--- src/hdl/owm_pkg.sv ---
`timescale 1ns / 1ps

package owm_pkg;

  // Command codes carried in the input tuser field.
  localparam logic [2:0] CMD_TICK  = 3'd0;
  localparam logic [2:0] CMD_RESET = 3'd1;
  localparam logic [2:0] CMD_WRITE = 3'd2;
  localparam logic [2:0] CMD_READ  = 3'd3;
  localparam logic [2:0] CMD_TEMP  = 3'd4;

  // Configuration register indexes.
  localparam logic [2:0] REG_RESET_LOW     = 3'd0;
  localparam logic [2:0] REG_PRESENCE_WAIT = 3'd1;
  localparam logic [2:0] REG_PRESENCE_TAIL = 3'd2;
  localparam logic [2:0] REG_SLOT_LONG     = 3'd3;
  localparam logic [2:0] REG_SLOT_SHORT    = 3'd4;
  localparam logic [2:0] REG_READ_SAMPLE   = 3'd5;
  localparam logic [2:0] REG_READ_TAIL     = 3'd6;

  // Steps of the temperature read sequence; zero means a single command.
  localparam logic [3:0] SEQ_SINGLE = 4'd0;
  localparam logic [3:0] SEQ_RST1   = 4'd1;
  localparam logic [3:0] SEQ_SKIP1  = 4'd2;
  localparam logic [3:0] SEQ_CONV   = 4'd3;
  localparam logic [3:0] SEQ_RST2   = 4'd4;
  localparam logic [3:0] SEQ_SKIP2  = 4'd5;
  localparam logic [3:0] SEQ_RDSP   = 4'd6;
  localparam logic [3:0] SEQ_RDLO   = 4'd7;
  localparam logic [3:0] SEQ_RDHI   = 4'd8;

  // Bus command bytes and the error temperature.
  localparam logic [7:0]  ROM_SKIP     = 8'hCC;
  localparam logic [7:0]  FN_CONVERT   = 8'h44;
  localparam logic [7:0]  FN_READ_PAD  = 8'hBE;
  localparam logic [15:0] TEMP_ERR_VAL = 16'h7FFF;

  localparam int TMR_W = 10;

  // A programmed duration of zero still lasts one tick.
  function automatic logic [TMR_W-1:0] dur(input logic [TMR_W-1:0] t);
    dur = (t == '0) ? TMR_W'(1) : t;
  endfunction

endpackage

--- src/hdl/owm_skid.sv ---
`timescale 1ns / 1ps

module owm_skid #(
  parameter int WIDTH = 32
) (
  input  logic             clk,
  input  logic             rst,
  input  logic             in_valid,
  output logic             in_ready,
  input  logic [WIDTH-1:0] in_data,
  output logic             out_valid,
  input  logic             out_ready,
  output logic [WIDTH-1:0] out_data
);

  logic             skid_valid;
  logic [WIDTH-1:0] skid_data;

  // The spare slot lets one word in while the output word is stalled.
  assign in_ready = !skid_valid;

  // Output register and skid register control.
  always_ff @(posedge clk) begin
    if (rst) begin
      out_valid  <= 1'b0;
      skid_valid <= 1'b0;
    end else if (out_ready || !out_valid) begin
      if (skid_valid) begin
        out_valid  <= 1'b1;
        skid_valid <= 1'b0;
      end else begin
        out_valid <= in_valid;
      end
    end else if (in_valid && in_ready) begin
      skid_valid <= 1'b1;
    end
  end

  // Payload registers.
  always_ff @(posedge clk) begin
    if (out_ready || !out_valid) begin
      out_data <= skid_valid ? skid_data : in_data;
    end else if (in_valid && in_ready) begin
      skid_data <= in_data;
    end
  end

endmodule

--- src/hdl/onewire_master_temperature_read.sv ---
`timescale 1ns / 1ps

// One-wire bus master, advanced by one input word per microsecond tick.
// Input stream: s_tuser holds the command (tick only, reset, write byte, read
// byte, read temperature); s_tdata holds the byte to write and the sampled
// bus level. Every accepted word updates the bus state and produces exactly
// one output word: the pull-low drive for the line, busy, a done pulse, the
// presence status, the last read byte, the raw Q12.4 temperature and the
// temperature error flag. Commands that arrive while busy are ignored.
// The tick logic sits between the state registers and a two-entry output
// buffer, so one word is accepted every cycle while the receiver keeps up,
// and its result word is registered into that buffer. When the receiver
// stalls, one more word is taken into the spare buffer entry and s_tready
// then drops until the output drains; no word is lost or repeated.
// Timing registers are written through cfg_we/cfg_index/cfg_data; an index
// past the last register is ignored. Reset (rst, synchronous) returns the
// bus state to idle, clears the held results and loads the default timings.

module onewire_master_temperature_read
  import owm_pkg::*;
(
  input  logic        clk,
  input  logic        rst,
  // Configuration write port.
  input  logic        cfg_we,
  input  logic [2:0]  cfg_index,
  input  logic [9:0]  cfg_data,
  // Input words.
  input  logic        s_tvalid,
  output logic        s_tready,
  input  logic [15:0] s_tdata,   // [7:0] data_byte, [8] line_level, rest zero
  input  logic [2:0]  s_tuser,   // [2:0] cmd
  // Result words.
  output logic        m_tvalid,
  input  logic        m_tready,
  // [0] drive_low, [1] busy_res, [2] done_res, [3] no_presence,
  // [11:4] read_data, [27:12] temperature_raw, [28] temp_error, rest zero
  output logic [31:0] m_tdata
);

  typedef enum logic [3:0] {
    PH_IDLE, PH_RST_LOW, PH_RST_WAIT, PH_RST_TAIL,
    PH_WR_A, PH_WR_B, PH_RD_LOW, PH_RD_WAIT, PH_RD_TAIL
  } phase_t;

  // Timing registers.
  logic [9:0] reset_low_time;
  logic [7:0] presence_wait_time;
  logic [9:0] presence_tail_time;
  logic [7:0] slot_long_time;
  logic [3:0] slot_short_time;
  logic [5:0] read_sample_time;
  logic [7:0] read_tail_time;

  // Bus state.
  phase_t      phase, phase_next;
  logic [9:0]  tick_timer, tick_timer_next;
  logic [2:0]  bit_count, bit_count_next;
  logic [7:0]  shift_byte, shift_byte_next;
  logic [3:0]  sequence_step, sequence_step_next;
  logic [7:0]  low_temp_byte, low_temp_byte_next;
  logic        presence_flag, presence_flag_next;
  logic [7:0]  last_read, last_read_next;
  logic [15:0] last_temperature, last_temperature_next;
  logic        err_flag, err_flag_next;

  logic        s_accept;
  logic [2:0]  cmd;
  logic [7:0]  data_byte;
  logic        line_level;
  logic        busy_c, drive_c, done_c, complete, was_read;
  logic        res_ready;
  logic [31:0] res_word;

  assign cmd        = s_tuser;
  assign data_byte  = s_tdata[7:0];
  assign line_level = s_tdata[8];
  assign s_accept   = s_tvalid && s_tready;

  // Configuration writes.
  always_ff @(posedge clk) begin
    if (rst) begin
      reset_low_time     <= 10'd500;
      presence_wait_time <= 8'd60;
      presence_tail_time <= 10'd180;
      slot_long_time     <= 8'd60;
      slot_short_time    <= 4'd2;
      read_sample_time   <= 6'd12;
      read_tail_time     <= 8'd50;
    end else if (cfg_we) begin
      unique case (cfg_index)
        REG_RESET_LOW:     reset_low_time     <= cfg_data;
        REG_PRESENCE_WAIT: presence_wait_time <= cfg_data[7:0];
        REG_PRESENCE_TAIL: presence_tail_time <= cfg_data;
        REG_SLOT_LONG:     slot_long_time     <= cfg_data[7:0];
        REG_SLOT_SHORT:    slot_short_time    <= cfg_data[3:0];
        REG_READ_SAMPLE:   read_sample_time   <= cfg_data[5:0];
        REG_READ_TAIL:     read_tail_time     <= cfg_data[7:0];
        default: ;
      endcase
    end
  end

  // One tick of the bus sequencer.
  always_comb begin
    phase_next            = phase;
    tick_timer_next       = tick_timer;
    bit_count_next        = bit_count;
    shift_byte_next       = shift_byte;
    sequence_step_next    = sequence_step;
    low_temp_byte_next    = low_temp_byte;
    presence_flag_next    = presence_flag;
    last_read_next        = last_read;
    last_temperature_next = last_temperature;
    err_flag_next         = err_flag;
    done_c                = 1'b0;
    complete              = 1'b0;
    was_read              = 1'b0;

    // Command start on an idle tick.
    if (phase == PH_IDLE) begin
      unique case (cmd)
        CMD_RESET: begin
          sequence_step_next = SEQ_SINGLE;
          phase_next         = PH_RST_LOW;
          tick_timer_next    = dur(reset_low_time);
        end
        CMD_WRITE: begin
          sequence_step_next = SEQ_SINGLE;
          shift_byte_next    = data_byte;
          bit_count_next     = '0;
          phase_next         = PH_WR_A;
          tick_timer_next    = dur(data_byte[0] ? 10'(slot_short_time)
                                                : 10'(slot_long_time));
        end
        CMD_READ: begin
          sequence_step_next = SEQ_SINGLE;
          shift_byte_next    = '0;
          bit_count_next     = '0;
          phase_next         = PH_RD_LOW;
          tick_timer_next    = dur(10'(slot_short_time));
        end
        CMD_TEMP: begin
          sequence_step_next = SEQ_RST1;
          err_flag_next      = 1'b0;
          phase_next         = PH_RST_LOW;
          tick_timer_next    = dur(reset_low_time);
        end
        default: ;
      endcase
    end

    busy_c  = (phase_next != PH_IDLE);
    drive_c = (phase_next == PH_RST_LOW) || (phase_next == PH_WR_A) ||
              (phase_next == PH_RD_LOW);

    // Slot timing and phase changes.
    if (busy_c) begin
      if (tick_timer_next > 10'd1) begin
        tick_timer_next = tick_timer_next - 10'd1;
      end else begin
        unique case (phase_next)
          PH_RST_LOW: begin
            phase_next      = PH_RST_WAIT;
            tick_timer_next = dur(10'(presence_wait_time));
          end
          PH_RST_WAIT: begin
            presence_flag_next = line_level;
            phase_next         = PH_RST_TAIL;
            tick_timer_next    = dur(presence_tail_time);
          end
          PH_RST_TAIL: complete = 1'b1;
          PH_WR_A: begin
            phase_next      = PH_WR_B;
            tick_timer_next = dur(shift_byte_next[0] ? 10'(slot_long_time)
                                                     : 10'(slot_short_time));
          end
          PH_WR_B: begin
            shift_byte_next = {1'b0, shift_byte_next[7:1]};
            if (bit_count_next == 3'd7) begin
              complete = 1'b1;
            end else begin
              bit_count_next  = bit_count_next + 3'd1;
              phase_next      = PH_WR_A;
              tick_timer_next = dur(shift_byte_next[0] ? 10'(slot_short_time)
                                                       : 10'(slot_long_time));
            end
          end
          PH_RD_LOW: begin
            phase_next      = PH_RD_WAIT;
            tick_timer_next = dur(10'(read_sample_time));
          end
          PH_RD_WAIT: begin
            shift_byte_next = {line_level, shift_byte_next[7:1]};
            phase_next      = PH_RD_TAIL;
            tick_timer_next = dur(10'(read_tail_time));
          end
          PH_RD_TAIL: begin
            if (bit_count_next == 3'd7) begin
              complete = 1'b1;
              was_read = 1'b1;
            end else begin
              bit_count_next  = bit_count_next + 3'd1;
              phase_next      = PH_RD_LOW;
              tick_timer_next = dur(10'(slot_short_time));
            end
          end
          default: begin
            phase_next         = PH_IDLE;
            sequence_step_next = SEQ_SINGLE;
            tick_timer_next    = '0;
            done_c             = 1'b1;
          end
        endcase
      end
    end

    // End of one reset or byte: finish, or move to the next sequence step.
    if (complete) begin
      unique case (sequence_step_next) inside
        SEQ_SINGLE: begin
          if (was_read) last_read_next = shift_byte_next;
          phase_next      = PH_IDLE;
          tick_timer_next = '0;
          done_c          = 1'b1;
        end
        SEQ_RST1, SEQ_RST2: begin
          if (presence_flag_next) begin
            last_temperature_next = TEMP_ERR_VAL;
            err_flag_next         = 1'b1;
            phase_next            = PH_IDLE;
            sequence_step_next    = SEQ_SINGLE;
            tick_timer_next       = '0;
            done_c                = 1'b1;
          end else begin
            sequence_step_next = sequence_step_next + 4'd1;
            shift_byte_next    = ROM_SKIP;
            bit_count_next     = '0;
            phase_next         = PH_WR_A;
            tick_timer_next    = dur(ROM_SKIP[0] ? 10'(slot_short_time)
                                                 : 10'(slot_long_time));
          end
        end
        SEQ_SKIP1, SEQ_SKIP2: begin
          shift_byte_next    = (sequence_step_next == SEQ_SKIP1) ? FN_CONVERT
                                                                 : FN_READ_PAD;
          sequence_step_next = sequence_step_next + 4'd1;
          bit_count_next     = '0;
          phase_next         = PH_WR_A;
          tick_timer_next    = dur(shift_byte_next[0] ? 10'(slot_short_time)
                                                      : 10'(slot_long_time));
        end
        SEQ_CONV: begin
          sequence_step_next = SEQ_RST2;
          phase_next         = PH_RST_LOW;
          tick_timer_next    = dur(reset_low_time);
        end
        SEQ_RDSP, SEQ_RDLO: begin
          if (sequence_step_next == SEQ_RDLO) low_temp_byte_next = shift_byte_next;
          sequence_step_next = sequence_step_next + 4'd1;
          shift_byte_next    = '0;
          bit_count_next     = '0;
          phase_next         = PH_RD_LOW;
          tick_timer_next    = dur(10'(slot_short_time));
        end
        SEQ_RDHI: begin
          last_temperature_next = {shift_byte_next, low_temp_byte_next};
          phase_next            = PH_IDLE;
          sequence_step_next    = SEQ_SINGLE;
          tick_timer_next       = '0;
          done_c                = 1'b1;
        end
        default: begin
          phase_next         = PH_IDLE;
          sequence_step_next = SEQ_SINGLE;
          tick_timer_next    = '0;
          done_c             = 1'b1;
        end
      endcase
    end
  end

  // State advances once per accepted word.
  always_ff @(posedge clk) begin
    if (rst) begin
      phase            <= PH_IDLE;
      tick_timer       <= '0;
      bit_count        <= '0;
      shift_byte       <= '0;
      sequence_step    <= SEQ_SINGLE;
      low_temp_byte    <= '0;
      presence_flag    <= 1'b0;
      last_read        <= '0;
      last_temperature <= '0;
      err_flag         <= 1'b0;
    end else if (s_accept) begin
      phase            <= phase_next;
      tick_timer       <= tick_timer_next;
      bit_count        <= bit_count_next;
      shift_byte       <= shift_byte_next;
      sequence_step    <= sequence_step_next;
      low_temp_byte    <= low_temp_byte_next;
      presence_flag    <= presence_flag_next;
      last_read        <= last_read_next;
      last_temperature <= last_temperature_next;
      err_flag         <= err_flag_next;
    end
  end

  // Result word packing.
  assign res_word = {3'b000, err_flag_next, last_temperature_next, last_read_next,
                     presence_flag_next, done_c, busy_c, drive_c};

  owm_skid #(
    .WIDTH(32)
  ) u_out (
    .clk      (clk),
    .rst      (rst),
    .in_valid (s_tvalid),
    .in_ready (res_ready),
    .in_data  (res_word),
    .out_valid(m_tvalid),
    .out_ready(m_tready),
    .out_data (m_tdata)
  );

  assign s_tready = res_ready;

  // An idle sequencer always has a cleared timer.
  a_idle_timer: assert property (@(posedge clk) disable iff (rst)
    (phase == PH_IDLE) |-> (tick_timer == '0))
    else $error("timer not cleared while idle");

  // A done word always marks a busy tick and leaves the sequencer idle.
  a_done_busy: assert property (@(posedge clk) disable iff (rst)
    (s_accept && done_c) |-> busy_c)
    else $error("done reported on a non-busy tick");

  a_done_idle: assert property (@(posedge clk) disable iff (rst)
    (s_accept && done_c) |=> (phase == PH_IDLE))
    else $error("sequencer not idle after done");

  // Input is refused only while a result word is held at the output.
  a_stall_hold: assert property (@(posedge clk) disable iff (rst)
    !s_tready |-> m_tvalid)
    else $error("input stalled with empty output");

endmodule
--- config.mk ---
export PLATFORM = sky130hd
export DESIGN_NAME = onewire_master_temperature_read
export DESIGN_NICKNAME = d
export VERILOG_FILES = /design/src/hdl/owm_pkg.sv /design/src/hdl/owm_skid.sv /design/src/hdl/onewire_master_temperature_read.sv
export SDC_FILE = /design/constraint.sdc
export NUM_CORES = 1
export LEC_CHECK = 0
export BUFFER_PORTS_ARGS = -buffer_cell sky130_fd_sc_hd__buf_4
export CAP_MARGIN = 20
export CORE_MARGIN = 2
export CORE_UTILIZATION = 31
export CTS_BUF_LIST = sky130_fd_sc_hd__clkbuf_2 sky130_fd_sc_hd__clkbuf_4 sky130_fd_sc_hd__clkbuf_8
export DETAILED_ROUTE_END_ITERATION = 8
export HOLD_SLACK_MARGIN = 0.06
export PLACE_DENSITY = 0.45
export SLEW_MARGIN = 5
export SYNTH_ARGS = -nofsm -noshare
export SYNTH_HDL_FRONTEND = slang
export SYNTH_SLANG_ARGS = --single-unit
--- constraint.sdc ---
create_clock -name clk -period 5.8 [get_ports clk]
set_input_delay 0.58 -clock clk [delete_from_list [all_inputs] [get_ports clk]]
set_output_delay 0.58 -clock clk [all_outputs]
set_load 0.01 [all_outputs]
==> run_results.csv <==
group,metric,value,unit
floorplan,dieHeight,177.4,um
layout,n_antenna_cell,0,
floorplan,initial_utilization,0.3145,
drt,postRouteAntennaNets,0,
clocking,clockBufferDepth,2,
placed_design,placed_area,0.01031,mm2
sta,setup_viol,0,
sta,rsz0062_at_grt,"no",
floorplan,dieArea,0.03147,mm2
critical_path,slowest_stage,"or4_4",
drt,dr.pass1.iters,5,
global_routing,grt_start_max_net_pins,70,
clocking,insertion_delay,0.47,ns
synth,yosys-top-cells-count,"136 x nand2_1, 119 x dfxtp_1, 92 x nor2_1",
worst_hold_path,hold_path.class,"primary input to register",
global_routing,grtUsageTotal,0.1917,
critical_path,crit_family,"compound AO/OA/AOI/OAI gates",
drt,vias_per_cell,5.482,
critical_path,crit_path_cell_trace,"or4_4 > nor3_4 > nor2_1 > a41oi_1 > inv_1 > ha_1 > o221ai_1 > nor4b_4 > nand2_1 > buf_4 > nand2_1 > inv_1 > ha_1 > a22oi_2 > o31ai_4 > o22ai_1 > mux2_2",
sta,period_needed,5.338,ns
sta,whs,0.3164,ns
sta,fin_crit_sh,0.9203,
floorplan,fp-row-count,63,
drt,wl_per_cell,20.41,um
critical_path,r2r_start,"phase[0]$_SDFFE_PP0P_",
drt,via_count,8059,
sta,tightestPinTransition,1.017,ns
sta,finClkSkew,0.02508,ns
placed_design,dp_hpwl,21340,um
synth,synth_seq_cells,177,
placed_design,place_congestion,0.9238,
critical_path,cp.arrival,5.56,ns
clocking,path_clk_slew,0.12,ns
sta,fmax,187.3,MHz
synth,syn_avg_cell_area,9.266,um2
clocking,post_cts_resize_count,0,
layout,design_area,0.01074,mm2
clocking,cts_root_buf,"clkbuf_8",
layout,syn_to_final_growth,15.22,%
clocking,cts_hold_buf,0,
synth,synth.yosys.seq_area_share,0.4424,
synth,ys_types,82,
status,status,"complete, no violations",
synth,yosysWarnings,0,
synth,synth.area.top_cells,"dfxtp_1 26%, edfxtp_1 19%, nand2_1 5.5%",
synth,syn-cell-area,0.009321,mm2
synth,yosys.area.top_type,"dfxtp_1",
global_routing,grt_pass1_vias,7676,
sta,tns,0,ns
synth,synth_most_common_cell,"nand2_1",
global_routing,overflow,0,
critical_path,crit_buf_inv,3,
synth,syn_inst,1006,
sta,slew_violations,0,
worst_hold_path,min_from,"cfg_data[8]",
drt,drt_iter0_markers,644,
drt,routed_wl,30000,um
critical_path,cp-start-kind,"register",
sta,maxSlewHeadroom,0.3123,
clocking,cts_buffers,17,
floorplan,ios,71,
power_and_ir_drop,leakagePower,4.023,nW
global_routing,antenna_found_initial,0,
critical_path,startpoint,"phase[0]$_SDFFE_PP0P_",
job,drv_cap,0,
critical_path,critPathRequiredTime,6.03,ns
synth,ys.flop_type,"dfxtp_1",
synth,yosysTopAreaCellShare,0.2556,
clocking,post-cts-setup-buffer-count,0,
critical_path,worstPathMaxFanout,12,
critical_path,cpPeakStageDelay,0.61,ns
power_and_ir_drop,p_per_area,262.8,mW/mm2
drt,drc_errors,0,
layout,nNetsFinal,1111,
sta,hold_viol,0,
clocking,cts_sinks,177,
critical_path,end_kind,"register",
floorplan,fp.dieW,177.4,um
synth,async_flop_share,0,
placed_design,portBuffers,60,
power_and_ir_drop,vdd_drop_max,0.0001460,V
layout,drive_gt1_frac,0.1806,
synth,synth_edf_count,58,
clocking,htreeDepth,4,
clocking,cts_tree,"done",
floorplan,core,0.02964,mm2
critical_path,path_class,"register to register",
global_routing,grt_pass1_wl,46220,um
-- final cells by class --
class / count / area (um2)
Multi-Input combinational cell: 746 / 4832
Clock buffer: 17 / 234.0
Timing Repair Buffer: 101 / 783.3
Clock inverter: 15 / 188.9
Fill cell: 3117 / 18900
Inverter: 24 / 90.09
Tap cell: 390 / 488.0
Sequential cell: 177 / 4124
-- metrics by stage --
stage                     total power, mW  instances  utilization  worst slack, ns
after floorplan                     1.724       1008            -           0.7440
after CTS                           2.851       1470       0.3621           0.3531
final                               2.823       1470       0.3624           0.4623
after global placement              1.931       1438       0.3478           0.3827
after global routing                2.950       1470       0.3624           0.1014
after detailed placement            1.929       1438       0.3478           0.2914
-- sequential cells by signal (all words and copies together) (netlist names) --
name	flops
bit_count	3
sequence_step	4
shift_byte	8
low_temp_byte	8
slot_short_time	4
read_sample_time	6
u_out.out_data	29
u_out.skid_data	29
presence_wait_time	8
phase	4
reset_low_time	10
last_read	8
u_out.skid_valid	1
presence_flag	1
tick_timer	10
presence_tail_time	10
last_temperature	16
err_flag	1
slot_long_time	8
u_out.out_valid	1
read_tail_time	8
-- cells by family (layout without fill, tap and decap cells) --
kind of cell	after synthesis	in the layout	share of synthesized area
AO/OA/AOI/OAI	253	253	0.1946
adder cells (fa/ha/maj)	7	7	0.009396
XOR/XNOR	2	2	0.001880
buffers and inverters	85	157	0.04322
flip-flops	177	177	0.4424
other	1	3	0.0004023
multiplexers	80	80	0.09450
AND/OR/NAND/NOR	401	401	0.2136
-- placed cells by master, fill, tap and decap left out, drive strengths merged, types with 9 or more instances in the layout --
| master | count |
|---|---|
| clkbuf | 17 |
| o31ai | 10 |
| nand2 | 136 |
| mux2i | 40 |
| nor3 | 42 |
| clkinv | 9 |
| a211o | 12 |
| a31oi | 11 |
| mux2 | 40 |
| and2 | 10 |
| buf | 101 |
| nor4 | 10 |
| dfxtp | 119 |
| edfxtp | 58 |
| nor2 | 94 |
| inv | 28 |
| nand3b | 12 |
| nor3b | 11 |
| nand4 | 9 |
| a211oi | 19 |
| o22a | 15 |
| o21ai | 34 |
| nand3 | 29 |
| nor2b | 14 |
| a21oi | 70 |
-- where the power goes --
group	leakage (nW)	switching [mW]	total (mW)	internal, mW
sequential	1.53	0.0287	1.35	1.32
combinational	2.29	0.357	0.558	0.200
clock	0.209	0.542	0.912	0.369
total	4.02	0.929	2.82	1.89
-- layer usage --
layer | share of wire | vias up | track usage
li1 | - | 3860 | -
met2 | 0.46 | 246 | 0.3094
met1 | 0.47 | 3920 | 0.2643
met3 | 0.053 | 33 | 0.03492
met4 | 0.016 | 0 | 0.04713
met5 | 0 | - | 0
-- path summary, 6_finish.rpt --
path / to / slack, ns / cells after the start
setup reg to reg: u_out.out_data[27]$_DFFE_PP_ / 0.46 / 17
hold reg to reg: last_read[3]$_SDFFE_PP0P_ / 0.46 / 2
setup / recovery: u_out.out_data[27]$_DFFE_PP_ / 0.46 / 17
hold / removal: reset_low_time[8]$_SDFFE_PP1P_ / 0.32 / 2
Power figures use the tool's default switching activity.
